--- config.mk ---
export PLATFORM = sky130hd
export DESIGN_NAME = hlpff_tap_ram
export DESIGN_NICKNAME = d
export VERILOG_FILES = /design/src/sv/hexapod_leg_phase_force_feedback_top_macros.svh /design/src/sv/hlpff_pkg.sv /design/src/sv/hlpff_tap_ram.sv
export SDC_FILE = /design/constraint.sdc
export NUM_CORES = 2
export LEC_CHECK = 0
export BUFFER_PORTS_ARGS = -buffer_cell sky130_fd_sc_hd__buf_2
export CAP_MARGIN = 20
export CORE_MARGIN = 2
export CORE_UTILIZATION = 45
export DETAILED_ROUTE_END_ITERATION = 8
export GPL_TIMING_DRIVEN = 0
export HOLD_SLACK_MARGIN = 0.03
export PLACE_DENSITY = 0.62
export SETUP_SLACK_MARGIN = 0.02
export SYNTH_ARGS = -nofsm -noshare
export SYNTH_HDL_FRONTEND = slang
export SYNTH_SLANG_ARGS = --single-unit
export TNS_END_PERCENT = 10
--- constraint.sdc ---
create_clock -name clk -period 2.5 [get_ports clk]
set_input_delay 0.125 -clock clk [delete_from_list [all_inputs] [get_ports clk]]
set_output_delay 0.125 -clock clk [all_outputs]
set_load 0.02 [all_outputs]
--- src/sv/hexapod_leg_phase_force_feedback_top_macros.svh ---
// Assertion macros shared by the leg phase and force feedback block
`ifndef HEXAPOD_LEG_PHASE_FORCE_FEEDBACK_TOP_MACROS_SVH
`define HEXAPOD_LEG_PHASE_FORCE_FEEDBACK_TOP_MACROS_SVH

// Check a consequent in the same cycle as its antecedent
`define HLPFF_ASSERT_NOW(label, ante, cons, msg) \
    label: assert property (@(posedge clk) disable iff (!rst_n) (ante) |-> (cons)) \
        else $error(msg);

// Check a consequent in the cycle after its antecedent
`define HLPFF_ASSERT_NEXT(label, ante, cons, msg) \
    label: assert property (@(posedge clk) disable iff (!rst_n) (ante) |=> (cons)) \
        else $error(msg);

`endif

--- src/sv/hlpff_pkg.sv ---
// Types, constants and helper functions of the leg phase and force feedback block
`timescale 1ns / 1ps

package hlpff_pkg;

    localparam int DELAY_DEPTH  = 256;
    localparam int SAMPLE_WIDTH = 16;
    localparam int NUM_LEGS     = 6;
    localparam int DATA_W       = 16;
    localparam int KEEP_W       = (SAMPLE_WIDTH < DATA_W) ? SAMPLE_WIDTH : DATA_W;
    localparam int PTR_W        = $clog2(DELAY_DEPTH);
    localparam int DLY_W        = 8;
    localparam int SUM_W        = ((PTR_W > DLY_W) ? PTR_W : DLY_W) + 1;
    localparam int HW           = DATA_W + 2;
    localparam int CFG_IDX_W    = 2;

    localparam int LEG_DELAY_W  = 6;
    localparam int SIDE_DELAY_W = 7;

    typedef logic signed [DATA_W-1:0] q14_t;
    typedef logic signed [HW-1:0]     hwide_t;

    localparam hwide_t ONE_Q14      = 18'sd16384;
    localparam hwide_t STEP_BIG     = 18'sd983;
    localparam hwide_t STEP_SMALL   = 18'sd328;
    localparam hwide_t HEIGHT_LIMIT = 18'sd8192;

    localparam logic [LEG_DELAY_W-1:0]  LEG_DELAY_RST  = 6'd18;
    localparam logic [SIDE_DELAY_W-1:0] SIDE_DELAY_RST = 7'd90;
    localparam q14_t                    FORCE_LOW_RST  = 16'sd3277;
    localparam q14_t                    FORCE_HIGH_RST = 16'sd9830;

    typedef enum logic [CFG_IDX_W-1:0] {
        CFG_LEG_DELAY  = 2'd0,
        CFG_SIDE_DELAY = 2'd1,
        CFG_FORCE_LOW  = 2'd2,
        CFG_FORCE_HIGH = 2'd3
    } cfg_reg_e;

    // How a leg builds its phase from the ring read
    typedef struct packed {
        logic bypass;   // zero delay: take the fresh sample
        logic written;  // ring entry has been written since reset
    } tap_sel_t;

    function automatic q14_t sext_sample(input logic [KEEP_W-1:0] x);
        logic signed [KEEP_W-1:0] v;
        v = signed'(x);
        return q14_t'(v);
    endfunction

    // Fold a delay into the ring depth (delays stay below twice the depth)
    function automatic logic [SUM_W-1:0] tap_fold(input logic [DLY_W-1:0] d);
        logic [SUM_W-1:0] dx;
        dx = SUM_W'(d);
        if (dx >= SUM_W'(DELAY_DEPTH))
            return dx - SUM_W'(DELAY_DEPTH);
        return dx;
    endfunction

    function automatic logic [PTR_W-1:0] tap_index(input logic [PTR_W-1:0] wp,
                                                   input logic [SUM_W-1:0] dm);
        logic [SUM_W-1:0] s;
        s = SUM_W'(wp) + SUM_W'(DELAY_DEPTH) - dm;
        if (s >= SUM_W'(DELAY_DEPTH))
            s = s - SUM_W'(DELAY_DEPTH);
        return s[PTR_W-1:0];
    endfunction

endpackage

--- src/sv/hlpff_tap_ram.sv ---
// One delay ring copy: one write port, one registered read port
`timescale 1ns / 1ps

module hlpff_tap_ram (
    input  logic                         clk,
    input  logic                         we,
    input  logic [hlpff_pkg::PTR_W-1:0]  waddr,
    input  logic [hlpff_pkg::KEEP_W-1:0] wdata,
    input  logic                         re,
    input  logic [hlpff_pkg::PTR_W-1:0]  raddr,
    output logic [hlpff_pkg::KEEP_W-1:0] rdata
);
    import hlpff_pkg::*;

    logic [KEEP_W-1:0] mem [DELAY_DEPTH];
    logic [KEEP_W-1:0] rdata_reg;

    always_ff @(posedge clk)
    begin
        if (we)
            mem[waddr] <= wdata;
    end

    always_ff @(posedge clk)
    begin
        if (re)
            rdata_reg <= mem[raddr];
    end

    assign rdata = rdata_reg;

endmodule

# Word-level counts from Yosys, hierarchy flattened
# Memories as Yosys holds them, arrays and structs flattened. A register that Yosys moved wholly into a read port is not among the register bits.
# Cells that the tools add are included.
word_totals:
  regBits: 0
  mem_bits_rw: 4096
  in_bits: 35
  out_inout_bits: 16
  word_cells: 3
  n_memories: 1
op_classes:
  mux: 2
memory_table:
  columns: ["memory", "words", "word_bits", "read_ports", "rd_clocked_by_memory_dff", "write_ports", "line", "text"]
  rows:
  - ["mem", 256, 16, 1, 1, 1, "hlpff_tap_ram.sv:15", "logic [KEEP_W-1:0] mem [DELAY_DEPTH];"]
ops:
  columns: ["cell", "count"]
  rows:
  - ["2-to-1 mux 1 bit", 2]

# Logic depth before layout (Yosys ltp)
logic_depth:
  depth_word: 2
  ltp_mapped: 12
  mapped_depth_nobuf: 6

# Worst setup path before layout
# Ideal clock, no wire load.
synth_path:
  kind: "in2reg"
  start: "in raddr[0] (netlist bit)"
  end: "reg rdata_reg[4] (netlist: rdata[4]) (read register of mem), data pin"
  setup_ns: 0.265
  t_arrival_ns: 2.109
  required_time_ns: 2.235
  slack_ns: 0.126
  path_stages: 8
  path_buffers: 3
  cell_sequence: "buf_6 buf_6 buf_2 mux4_2 mux4_2 a22o_1 o32ai_2 nor4_2"
synth_lines:
  columns: ["element", "line", "text"]
  rows:
  - ["from (decl)", "hlpff_tap_ram.sv:10", "input logic [hlpff_pkg::PTR_W-1:0] raddr,"]
  - ["to (decl)", "hlpff_tap_ram.sv:16", "logic [KEEP_W-1:0] rdata_reg;"]

==> results.toml <==
[pwr]
sw_frac_of_total_pct = 22.24
p_int_mw = 112.9
pwr-share-seq_pct = 52.4
clkPwrFrac_pct = 41.3
ir_worst_vdd_v = 0.0006253
power.leakage_nw = 59.12
power_density_nw_per_um2 = 776.1
combPwrFrac_pct = 6.3
p_sw_mw = 32.28

[worst_setup_path]
worst_setup_path_start_kind = "input pin"
worstPathRequired_ns = 3.21
cp_data_arrival_time_ns = 3.54
critical_path_class = "input pin to flip-flop"
slowest_delay_ns = 0.57
worstReg2RegEnd = "rdata[4]$_DFFE_PP_"
crit_path_start = "raddr[2]"
rrSetupSlack_ns = -0.30
slowest_stage = "clkbuf_1"
r2r_cells = 5
worstReg2RegStart = "mem[182][4]$_DFFE_PP_"
path_cells = "buf_4 -> inv_1 -> clkbuf_1 -> clkbuf_2 -> a211oi_1 -> o21ai_0 -> nand3_2 -> nor4_4"
end_kind = "flip-flop"
crit_fanout = 10

[drt]
drt-vias-per-instance = 6.346
dr_total_vias = 84070
ant_nets = 0
drc = 0
wl_per_cell_microns = 37.46
drt_iter0_drc = 12770
wl_mm = 496.2
firstDrtPassIters = 6

[sta]
min_period_ns = 2.827
slew-limit-headroom_pct = 18.63
hold_viol = 0
fin_ws_ns = -0.3272
rsz0062_at_grt = "true"
finalMaxSlewViolations = 0
max_freq_mhz = 353.7
skew_ns = 0.05738
tightest_slew_ns = 1.221
period_share_pct = 113.1
worst_hold_slack_ns = 0.09542
setup_violations = 132

[logic_synthesis]
postSynthCellCount = 7360
syn_area_sq_um = 158900
ys.warnings.count = 0
async_reset_ff_share_pct = 0
yosys.cell_types.count = 51
synth_nets = 7395
avgSynthCellArea_sq_um = 21.59
ys_ff_latch = 4112
synth-edff-count = 4112
seq_area_frac_synth_pct = 77.72
ys.flop_type = "edfxtp_1"

[cts]
clock_tree.buffer_depth = 4
clockRootBuffer = "clkbuf_16"
cts_made_buffers = 407
cts_tree = "built"
clk_pin_slew_ns = 0.06
clk-insertion-delay-late_ns = 0.98
clock_sinks = 4112
cts_max_level = 5

[run_status]
violations = "negative setup slack"
status = "complete, but fails checks"

[global_routing]
antenna_found_initial = 28
grt_first_pass_wirelength_mm = 674.4
overflow = 0
grt_max_degree = 141
grt_pass1_vias = 81860
grt_usage_pct = 27.51

[final_layout]
layout-drive-gt1-share_pct = 30.94
final_net_count = 8201
fin_util_pct = 53.12
areaGrowthSynthToFinish_pct = 17.73
largest_reg_flops = 4096
final.fill_count = 26750

[min_path]
min_to = "mem[13][4]$_DFFE_PP_"
min_path_type = "input pin to flip-flop"
min_delay_path_depth = 3
hold_start = "waddr[3]"

[floorplan]
die_h_microns = 598.2
die_w_microns = 598.2
die-area_sq_um = 357800
initial_utilization_pct = 45.12
fp.coreArea_sq_um = 352100
std_cell_rows = 218
ios = 51

[placed_design]
place_congestion = 0.9880
dp_hpwl_mm = 344.5
portBuffers = 40
place_ws_ns = -3.312

[run]
cap_violations = 0
[synth_stat cells (all sizes together), types with 21 or more instances]
cell type  number  area share [%]
edfxtp       4112              78
mux4          797              11
mux2i         565             3.6
nor2          304            0.72
o221ai        253             1.4
clkbuf        230            0.54
buf           222             1.1
a21oi         175            0.55
o22ai         148            0.58
nor3           92            0.29
mux2           88            0.62
a22oi          43            0.20
nand2          38           0.090
o21ai          38            0.12
nand3          35            0.11
a22o           32            0.18
a221oi         28            0.15
nand4          26            0.10
o32ai          21            0.12
[power groups by stage]
stage               combinational (mW)  clock (mW)  sequential, mW
CTS                               8.92        60.4            76.1
finish                            9.18        59.9            76.1
global placement                  7.84           0            77.8
global route                      9.32        63.0            76.1
floorplan                         3.75           0            77.6
detailed placement                8.38           0            77.5
[timing repair]
action / CTS / global route
endpoints found under the setup margin: 206 / 265
hold buffers: 30 / 0
buffers inserted: 4 / 2
hold endpoints to repair: 2292 / 0
resized for setup: 506 / 96
pin swaps: 31 / 22
[per-stage QoR]
step | cell area, sq um | std cells | TNS, ns | power, mW
6_report | 187000 | 13250 | -12.20 | 145.2
5_1_grt | 187000 | 13240 | -6.320 | 148.4
4_1_cts | 186600 | 13230 | -4.276 | 145.4
3_5_place_dp | 171300 | 12450 | -1573.04 | 85.93
3_3_place_gp | 165000 | 12130 | - | 85.69
2_1_floorplan | 158900 | 7360 | 0 | 81.33
[area by class of cell]
type / count / area, sq um / area share (%)
Clock buffer: 507 / 10750 / 5.748
Multi-Input combinational cell: 2792 / 35300 / 18.87
Sequential cell: 4112 / 123500 / 66.02
Antenna cell: 20 / 50.05 / 0.02676
Inverter: 4 / 17.52 / 0.009365
Tap cell: 4730 / 5918 / 3.164
Clock inverter: 233 / 2092 / 1.118
Buffer: 452 / 3242 / 1.733
Timing Repair Buffer: 397 / 6188 / 3.309
[worst max path at each step]
stage	depth (start not counted)	to
6_report	8	rdata[15]$_DFFE_PP_
5_1_grt	5	rdata[11]$_DFFE_PP_
4_1_cts	5	rdata[4]$_DFFE_PP_
3_5_place_dp	10	rdata[2]$_DFFE_PP_
3_3_place_gp	9	rdata[1]$_DFFE_PP_
2_1_floorplan	8	rdata[4]$_DFFE_PP_
[worst max-delay path, delay by kind of cell]
family                 cells  cell delay (ns)
buffers and inverters      4             1.80
AOI/OAI and AO/OA          2             0.67
and+or+nand+nor            2             0.87
[layout by cell type (no fill, tap or decap), types with 15 or more instances in the layout]
cell type	instances
buf_8	255
mux2_2	88
nor2_1	47
clkbuf_16	416
clkbuf_1	203
a21oi_2	15
mux4_2	797
buf_16	62
a22oi_1	32
nor2_2	254
nand3_1	28
a22o_4	17
dlygate4sd3_1	30
buf_2	86
clkinv_2	70
o32ai_4	16
o22ai_1	139
bufinv_16	33
nand4_1	26
nor3_1	38
mux2i_1	564
a211oi_1	18
a21oi_1	160
buf_4	57
nand2_1	37
o221ai_1	203
buf_6	88
nor3_4	25
nor3_2	29
clkbuf_4	31
clkbuf_2	84
clkinv_1	103
diode_2	20
edfxtp_1	4112
o221ai_2	49
buf_12	29
o21ai_0	25
[per-layer routing]
layer	share of wire [%]	global-route usage [%]
met5	0.014	0
met4	5.5	12.63
met3	12	7.907
met2	45	41.01
met1	38	37.63
[logic make-up after synthesis]
kind of cell	count (synthesis)	synth area share, %
AO/OA/AOI/OAI	786	3.534
buffers and inverters	456	1.692
AND/OR/NAND/NOR	556	1.573
multiplexers	1450	15.48
flip-flops	4112	77.72
No activity file was read; power rests on OpenSTA's default activity.
