`config.mk`:
```
export PLATFORM = sky130hd
export DESIGN_NAME = hlpff_leg
export DESIGN_NICKNAME = d
export VERILOG_FILES = /design/src/sv/hexapod_leg_phase_force_feedback_top_macros.svh /design/src/sv/hlpff_pkg.sv /design/src/sv/hlpff_leg.sv
export SDC_FILE = /design/constraint.sdc
export NUM_CORES = 1
export LEC_CHECK = 0
export ABC_AREA = 1
export BUFFER_PORTS_ARGS = -buffer_cell sky130_fd_sc_hd__buf_2
export CORE_ASPECT_RATIO = 2
export CORE_MARGIN = 5
export CORE_UTILIZATION = 44
export CTS_CLUSTER_DIAMETER = 40
export CTS_CLUSTER_SIZE = 10
export DETAILED_ROUTE_END_ITERATION = 6
export PLACE_DENSITY = 0.71
export SETUP_SLACK_MARGIN = 0.2
export SLEW_MARGIN = 20
export SYNTH_ARGS = -nofsm -noshare
export SYNTH_HDL_FRONTEND = slang
export SYNTH_SLANG_ARGS = --single-unit
```
`constraint.sdc`:
```
create_clock -name clk -period 2.5 [get_ports clk]
set_clock_uncertainty 0.15 [all_clocks]
set_input_delay 0.625 -clock clk [delete_from_list [all_inputs] [get_ports clk]]
set_output_delay 0.625 -clock clk [all_outputs]
set_load 0.02 [all_outputs]
```
`src/sv/hexapod_leg_phase_force_feedback_top_macros.svh`:
```
// Assertion macros shared by the leg phase and force feedback block
`ifndef HEXAPOD_LEG_PHASE_FORCE_FEEDBACK_TOP_MACROS_SVH
`define HEXAPOD_LEG_PHASE_FORCE_FEEDBACK_TOP_MACROS_SVH

// Check a consequent in the same cycle as its antecedent
`define HLPFF_ASSERT_NOW(label, ante, cons, msg) \
    label: assert property (@(posedge clk) disable iff (!rst_n) (ante) |-> (cons)) \
        else $error(msg);

// Check a consequent in the cycle after its antecedent
`define HLPFF_ASSERT_NEXT(label, ante, cons, msg) \
    label: assert property (@(posedge clk) disable iff (!rst_n) (ante) |=> (cons)) \
        else $error(msg);

`endif

```
`src/sv/hlpff_pkg.sv`:
```
// Types, constants and helper functions of the leg phase and force feedback block
`timescale 1ns / 1ps

package hlpff_pkg;

    localparam int DELAY_DEPTH  = 256;
    localparam int SAMPLE_WIDTH = 16;
    localparam int NUM_LEGS     = 6;
    localparam int DATA_W       = 16;
    localparam int KEEP_W       = (SAMPLE_WIDTH < DATA_W) ? SAMPLE_WIDTH : DATA_W;
    localparam int PTR_W        = $clog2(DELAY_DEPTH);
    localparam int DLY_W        = 8;
    localparam int SUM_W        = ((PTR_W > DLY_W) ? PTR_W : DLY_W) + 1;
    localparam int HW           = DATA_W + 2;
    localparam int CFG_IDX_W    = 2;

    localparam int LEG_DELAY_W  = 6;
    localparam int SIDE_DELAY_W = 7;

    typedef logic signed [DATA_W-1:0] q14_t;
    typedef logic signed [HW-1:0]     hwide_t;

    localparam hwide_t ONE_Q14      = 18'sd16384;
    localparam hwide_t STEP_BIG     = 18'sd983;
    localparam hwide_t STEP_SMALL   = 18'sd328;
    localparam hwide_t HEIGHT_LIMIT = 18'sd8192;

    localparam logic [LEG_DELAY_W-1:0]  LEG_DELAY_RST  = 6'd18;
    localparam logic [SIDE_DELAY_W-1:0] SIDE_DELAY_RST = 7'd90;
    localparam q14_t                    FORCE_LOW_RST  = 16'sd3277;
    localparam q14_t                    FORCE_HIGH_RST = 16'sd9830;

    typedef enum logic [CFG_IDX_W-1:0] {
        CFG_LEG_DELAY  = 2'd0,
        CFG_SIDE_DELAY = 2'd1,
        CFG_FORCE_LOW  = 2'd2,
        CFG_FORCE_HIGH = 2'd3
    } cfg_reg_e;

    // How a leg builds its phase from the ring read
    typedef struct packed {
        logic bypass;   // zero delay: take the fresh sample
        logic written;  // ring entry has been written since reset
    } tap_sel_t;

    function automatic q14_t sext_sample(input logic [KEEP_W-1:0] x);
        logic signed [KEEP_W-1:0] v;
        v = signed'(x);
        return q14_t'(v);
    endfunction

    // Fold a delay into the ring depth (delays stay below twice the depth)
    function automatic logic [SUM_W-1:0] tap_fold(input logic [DLY_W-1:0] d);
        logic [SUM_W-1:0] dx;
        dx = SUM_W'(d);
        if (dx >= SUM_W'(DELAY_DEPTH))
            return dx - SUM_W'(DELAY_DEPTH);
        return dx;
    endfunction

    function automatic logic [PTR_W-1:0] tap_index(input logic [PTR_W-1:0] wp,
                                                   input logic [SUM_W-1:0] dm);
        logic [SUM_W-1:0] s;
        s = SUM_W'(wp) + SUM_W'(DELAY_DEPTH) - dm;
        if (s >= SUM_W'(DELAY_DEPTH))
            s = s - SUM_W'(DELAY_DEPTH);
        return s[PTR_W-1:0];
    endfunction

endpackage

```
`src/sv/hlpff_leg.sv`:
```
// One leg: phase select, swing/support decision and force rules on height
`timescale 1ns / 1ps

module hlpff_leg (
    input  logic                         clk,
    input  logic                         rst_n,
    input  logic                         adv,
    input  hlpff_pkg::tap_sel_t          sel,
    input  logic [hlpff_pkg::KEEP_W-1:0] ram_q,
    input  hlpff_pkg::q14_t              fresh,
    input  hlpff_pkg::q14_t              force_in,
    input  hlpff_pkg::q14_t              force_low,
    input  hlpff_pkg::q14_t              force_high,
    output hlpff_pkg::q14_t              phase,
    output hlpff_pkg::q14_t              height
);
    import hlpff_pkg::*;

    q14_t   phase_reg;
    q14_t   height_reg;
    q14_t   phase_next;
    q14_t   height_next;
    logic   rising;
    hwide_t pw;
    hwide_t hx;
    hwide_t z;

    always_comb
    begin
        if (sel.bypass)
            phase_next = fresh;
        else if (sel.written)
            phase_next = sext_sample(ram_q);
        else
            phase_next = '0;
    end

    assign rising = phase_next > phase_reg;
    assign pw     = hwide_t'(phase_next);
    assign hx     = hwide_t'(height_reg);

    // Later force rules override earlier ones; a rising negative phase overrides them all
    always_comb
    begin
        if (rising && phase_next < 0)
        begin
            z = pw + ONE_Q14;
        end
        else
        begin
            z = rising ? (ONE_Q14 - pw) : '0;
            if (force_in < force_low)
                z = hx - STEP_BIG;
            if (force_in >= force_low && force_in <= force_high && hx <= 0)
                z = hx;
            if (force_in > force_high && hx <= 0)
                z = hx + STEP_SMALL;
            if (force_in >= force_low && hx > 0)
                z = hx - STEP_SMALL;
            if (z < -HEIGHT_LIMIT)
                z = -HEIGHT_LIMIT;
            else if (z > HEIGHT_LIMIT)
                z = HEIGHT_LIMIT;
        end
        height_next = z[DATA_W-1:0];
    end

    always_ff @(posedge clk or negedge rst_n)
    begin
        if (!rst_n)
        begin
            phase_reg  <= '0;
            height_reg <= '0;
        end
        else if (adv)
        begin
            phase_reg  <= phase_next;
            height_reg <= height_next;
        end
    end

    assign phase  = phase_reg;
    assign height = height_reg;

endmodule

```
; ---- After elaboration in Yosys (flattened, before gate mapping)
; Index checks and enable logic that the tools add are counted.
[word_totals]
in_bits = 85
reg_bits = 32
mem_bits_ro = 0
wordCells = 33
latchBits = 0
out_inout_bits = 32
mem_bits_rw = 0
mem_count = 0
[op_classes]
eq_ne = 0
n_bitwise = 0
n_reduce_logical = 5
mul = 0
shift = 0
n_lt_le_gt_ge = 10
div = 0
addsub = 5
mux = 11
[op_table]
columns = operator, n
row1 = 18-bit two-way mux, 6
row2 = 16-bit two-way mux, 5
row3 = 16-bit > comparator, 2
row4 = "18-bit by 15-bit > comparator with 1-bit output, second input constant", 1
row5 = "18-bit by 14-bit < comparator with 1-bit output, second input constant", 1
row6 = "16-bit by 10-bit adder with 17-bit output, second input constant", 1
row7 = "16-bit by 10-bit subtractor with 17-bit output, second input constant", 1
row8 = "16-bit by 11-bit subtractor with 17-bit output, second input constant", 1
row9 = "16-bit by 16-bit subtractor with 17-bit output, first input constant", 1
row10 = "16-bit adder, second input constant", 1
row11 = 16-bit greater-or-equal comparator, 1
row12 = "16-bit by 1-bit > comparator with 1-bit output, second input constant", 1
row13 = "16-bit by 1-bit less-or-equal comparator with 1-bit output, second input constant", 1
row14 = 16-bit less-or-equal comparator, 1
row15 = "16-bit by 1-bit < comparator with 1-bit output, second input constant", 1
row16 = 16-bit < comparator, 1
row17 = 1-bit logical AND, 5

; ---- Longest topological paths before layout
[logic_depth]
ltp_word = 13
ltp_mapped = 29

; ---- Worst setup path before layout
; OpenSTA, ideal clock, no wires.
[synth_timing]
kind = input to register
from = input sel[1] (netlist bit)
to = register height_reg[0] (netlist: height[0])
path_stages = 20
required_ns = 2.228
setup_time_ns = 0.122
setup_slack_ns = -1.016
arrival_ns = 3.244
cell_sequence = buf_4 > nor2_4 > buf_2 > a22oi_1 > inv_1 > ha_1 > nand2_1 > nor3_1 > nand2_1 > nand2_1 > nor2_1 > nor2_1 > inv_1 > nor2_1 > inv_1 > nand2_1 > buf_2 > a21oi_1 > nand2_2 > a21oi_2
[synth_via]
elab_chain_len = 12
word_cells_on_any_way = 17
classes_between = add/sub: 2 / order compare: 4 / mux: 10 / reduce/logical: 1
[synth_rtl]
columns = item, line
row1 = from (decl), hlpff_leg.sv:8  ; input hlpff_pkg::tap_sel_t sel,
row2 = 16-bit two-way mux (*), hlpff_leg.sv:30  ; if (sel.bypass)
row3 = named net phase_next[15], hlpff_leg.sv:21  ; q14_t phase_next;
row4 = 16-bit by 16-bit subtractor with 17-bit output / 16-bit > comparator (equally long branches), "hlpff_leg.sv:51, hlpff_leg.sv:38"
row5 = 18-bit two-way mux, hlpff_leg.sv:51  ; z = rising ? (ONE_Q14 - pw) : '0;
row6 = 18-bit two-way mux, hlpff_leg.sv:52  ; if (force_in < force_low)
row7 = 18-bit two-way mux, hlpff_leg.sv:54  ; if (force_in >= force_low && force_in <= force_high && hx <= 0)
row8 = 18-bit two-way mux, hlpff_leg.sv:56  ; if (force_in > force_high && hx <= 0)
row9 = 18-bit two-way mux, hlpff_leg.sv:58  ; if (force_in >= force_low && hx > 0)
row10 = 18-bit two-way mux, hlpff_leg.sv:45  ; if (rising && phase_next < 0)
row11 = 18-bit by 15-bit > comparator with 1-bit output, hlpff_leg.sv:62  ; else if (z > HEIGHT_LIMIT)
row12 = 16-bit two-way mux, hlpff_leg.sv:62
row13 = 16-bit two-way mux, hlpff_leg.sv:60  ; if (z < -HEIGHT_LIMIT)
row14 = 16-bit two-way mux (*), hlpff_leg.sv:45
row15 = to (signal assigned), hlpff_leg.sv:78  ; height_reg <= height_next;
row16 = to (decl), hlpff_leg.sv:20  ; q14_t height_reg;
; The timed path passes the listed nets; every way through them passes the cells marked *. The select of a mux whose other input is x is not followed.
; A chain may end at the register's enable or synchronous reset.

; ---- Worst setup path in the final report
[layout_timing]
from = input sel[0] (netlist bit)
to = register height_reg[7] (netlist: height[7])
[layout_via]
elab_chain_len = 13
word_cells_on_any_way = 18
classes_between = add/sub: 2 / order compare: 4 / mux: 11 / reduce/logical: 1
[layout_rtl]
columns = item, line
row1 = 16-bit two-way mux (*), hlpff_leg.sv:32  ; else if (sel.written)
row2 = 16-bit two-way mux (*), hlpff_leg.sv:30
row3 = named net phase_next[10], hlpff_leg.sv:21
row4 = 16-bit by 16-bit subtractor with 17-bit output / 16-bit > comparator (equally long branches), "hlpff_leg.sv:51, hlpff_leg.sv:38"
row5 = 18-bit two-way mux, hlpff_leg.sv:51
row6 = 18-bit two-way mux, hlpff_leg.sv:52
row7 = 18-bit two-way mux, hlpff_leg.sv:54
row8 = 18-bit two-way mux, hlpff_leg.sv:56
row9 = 18-bit two-way mux, hlpff_leg.sv:58
row10 = 18-bit two-way mux, hlpff_leg.sv:45
row11 = 18-bit by 15-bit > comparator with 1-bit output, hlpff_leg.sv:62
row12 = 16-bit two-way mux, hlpff_leg.sv:62
row13 = 16-bit two-way mux, hlpff_leg.sv:60
row14 = 16-bit two-way mux (*), hlpff_leg.sv:45
; Marked as above.

==> results.json <==
{
  "dr.pass1.iters": 5,
  "slew_violations": 0,
  "fin_util": 0.6985,
  "wirelength_um": 19110,
  "p_per_area_mw_per_mm2": 790.4,
  "avgSynthCellArea_um2": 6.328,
  "drt.antenna.violating_nets": 0,
  "die_x_um": 83.39,
  "placed_cell_area_mm2": 0.006686,
  "clk_pin_slew_ns": 0.06,
  "num_rows": 53,
  "cts_buffers": 5,
  "path_max_fanout": 7,
  "dieArea_mm2": 0.01307,
  "place_ws_ns": -1.199,
  "drtIter0Drc": 405,
  "power_leakage_nw": 4.047,
  "syn-cell-area_mm2": 0.004740,
  "grt_pass1_vias": 6439,
  "via_per_inst": 5.375,
  "drive_gt1_frac": 0.4289,
  "crit_buf_inv": 5,
  "slew_headroom": 0.4501,
  "switchingPower_mw": 2.811,
  "setup_tns_ns": -14.14,
  "crit_top_cell": "nand2_2",
  "finalPower_mw": 5.821,
  "gr-total-overflow": 0,
  "cp-start-kind": "input pin",
  "finalCriticalPeriod_ns": 3.490,
  "ys_seq_elements": 32,
  "synth-seq-area-share": 0.1690,
  "hpwl_um": 14240,
  "clk_latency_ns": 0.29,
  "intPower_mw": 3.010,
  "power_frac_comb": 0.746,
  "max_freq_ghz": 0.2866,
  "antenna_found_initial": 0,
  "initial_utilization": 0.4495,
  "cts_tree": "built",
  "arrival_ns": 3.56,
  "crit_type": "in -> reg",
  "drc": 0,
  "coreArea_mm2": 0.01054,
  "yosysUniqueCellTypes": 48,
  "synth_nets": 889,
  "grt_use_total": 0.2705,
  "clkPwrFrac": 0.127,
  "ir_worst_vdd_v": 0.0004726,
  "grt_pass1_wl_um": 28330,
  "cap_viol_max_count": 0,
  "critPathRequiredTime_ns": 2.57,
  "hold_ws_ns": 0.2772,
  "status": "finished, violations left",
  "avgRoutedWirePerCell_um": 16.53,
  "io_buffers": 116,
  "cp_slowest_stage_delay_ns": 0.27,
  "die_h_um": 156.8,
  "routabilityCongestion": 0.9848,
  "dp.cells": 1140,
  "cts.htree.levels": 2,
  "setup_viol": 16,
  "syn2layout_area_growth_pct": 55.39,
  "grt_max_degree": 39,
  "nFillCells": 854,
  "cts_max_path_buffers": 2,
  "min_period_over_period": 1.396,
  "ios": 117,
  "layout_setup_ws_ns": -0.9896,
  "critPathTopFamily": "simple AND/OR/NAND/NOR gates",
  "nNetsFinal": 1158,
  "vias": 6214,
  "worstMarginPinSlew_ns": 0.8249,
  "endpoint_kind": "flop",
  "violations": "negative setup slack",
  "synth_cells": 749,
  "stdcell_area_mm2": 0.007365,
  "cts_num_sinks": 32,
  "final-hold-violation-count": 0,
  "p_seq_frac": 0.128,
  "min_path_type": "in -> async",
  "root_buffer": "clkbuf_16",
  "fin_cells": 1156,
  "yosysWarningCount": 0,
  "cp_slowest_cell": "ha_4",
  "diodes": 0,
  "p_sw_frac": 0.4829,
  "rsz0062_at_grt": "yes"
}
-- placed cells by master (no fill, tap or decap), types with 6 or more instances in the layout --
cell       instances
nand2_1          179
buf_4            159
buf_2            114
inv_1             95
nor2_1            58
ha_1              44
nand3_1           41
a21oi_1           40
o21ai_0           33
dfrtp_1           32
nand2_2           30
inv_2             20
a21oi_2           16
xor2_1            16
nand4_1           14
ha_4              11
nand3_2            9
nor2_4             8
o21ai_1            8
nand2_4            8
clkbuf_16          7
nor2_2             6
nand3b_1           6
-- final cells by class --
class,count,area [um^2],share of cell area
clock buffer,5,125.1,0.01699
clock inverter,3,42.54,0.005776
inverter,122,478.0,0.06490
multi-input combinational,574,3795,0.5153
sequential,32,800.8,0.1087
tap,137,171.4,0.02328
timing repair buffer,283,1952,0.2650
-- final timing paths --
| path | slack [ns] | from | end | depth (start not counted) |
|---|---|---|---|---|
| min | 0.28 | rst_n | phase[14]$_DFFE_PN0P_ | 1 |
| min in group clk | 0.43 | phase[3]$_DFFE_PN0P_ | phase[3]$_DFFE_PN0P_ | 3 |
| min reg2reg | 0.43 | phase[3]$_DFFE_PN0P_ | phase[3]$_DFFE_PN0P_ | 3 |
| max reg2reg | -0.65 | height[3]$_DFFE_PN0P_ | height[7]$_DFFE_PN0P_ | 21 |
| max | -0.99 | sel[0] | height[7]$_DFFE_PN0P_ | 26 |
| max in group asynchronous | 1.39 | rst_n | height[4]$_DFFE_PN0P_ | 1 |
-- timing repair --
action | 4_1_cts | 5_1_grt
cloned | 2 | 0
buffers inserted | 3 | 3
pin swaps | 5 | 25
resized for setup | 32 | 59
setup endpoints to repair | 16 | 16
hold buffers | 0 | 0
-- logic make-up after synthesis --
group	count (synthesis)	share of synthesized area
and+or+nand+nor	371	0.3585
buffers and inverters	143	0.1264
AOI/OAI and AO/OA	131	0.1695
adders and majority gates	55	0.1452
DFF	32	0.1690
xor gates and xnor gates	17	0.03141
-- Yosys cell counts (all sizes together) --
master  number  area (um^2)
xnor2        1        8.760
o31ai        1        7.510
a21o         3        22.52
nand3       52        295.3
clkinv       2        12.51
inv        120        460.4
buf         13        96.33
a21oi       61        357.9
nor3         5        46.30
nand3b       6        45.04
and2         1        6.260
o211ai       2        15.01
nor2        72        295.3
dfrtp       32        800.8
o21bai       1        18.77
a22o         3        26.28
xor2        16        140.1
nand2      217        884.6
clkbuf       8        30.03
nand4       16        112.6
a21boi       8        60.06
o21ai       44        220.2
a31o         1        8.760
nor3b        1        7.510
a22oi        7        66.31
ha          55        688.2
or2          1        6.260
-- power groups by stage --
stage / clock [mW] / sequential [mW] / combinational [mW]
2_1_floorplan: 0 / 0.910 / 1.94
3_3_place_gp: 0 / 0.741 / 3.76
3_5_place_dp: 0 / 0.746 / 3.80
4_1_cts: 0.733 / 0.738 / 4.06
5_1_grt: 0.771 / 0.760 / 4.67
6_report: 0.737 / 0.744 / 4.34
-- layer usage --
layer / track usage / routed length (um)
met4: 0.2369 / 1661
met1: 0.2170 / 5982
met2: 0.5502 / 10460
met3: 0.03319 / 1005
met5: 0 / 0
Power figures use the tool's default switching activity.
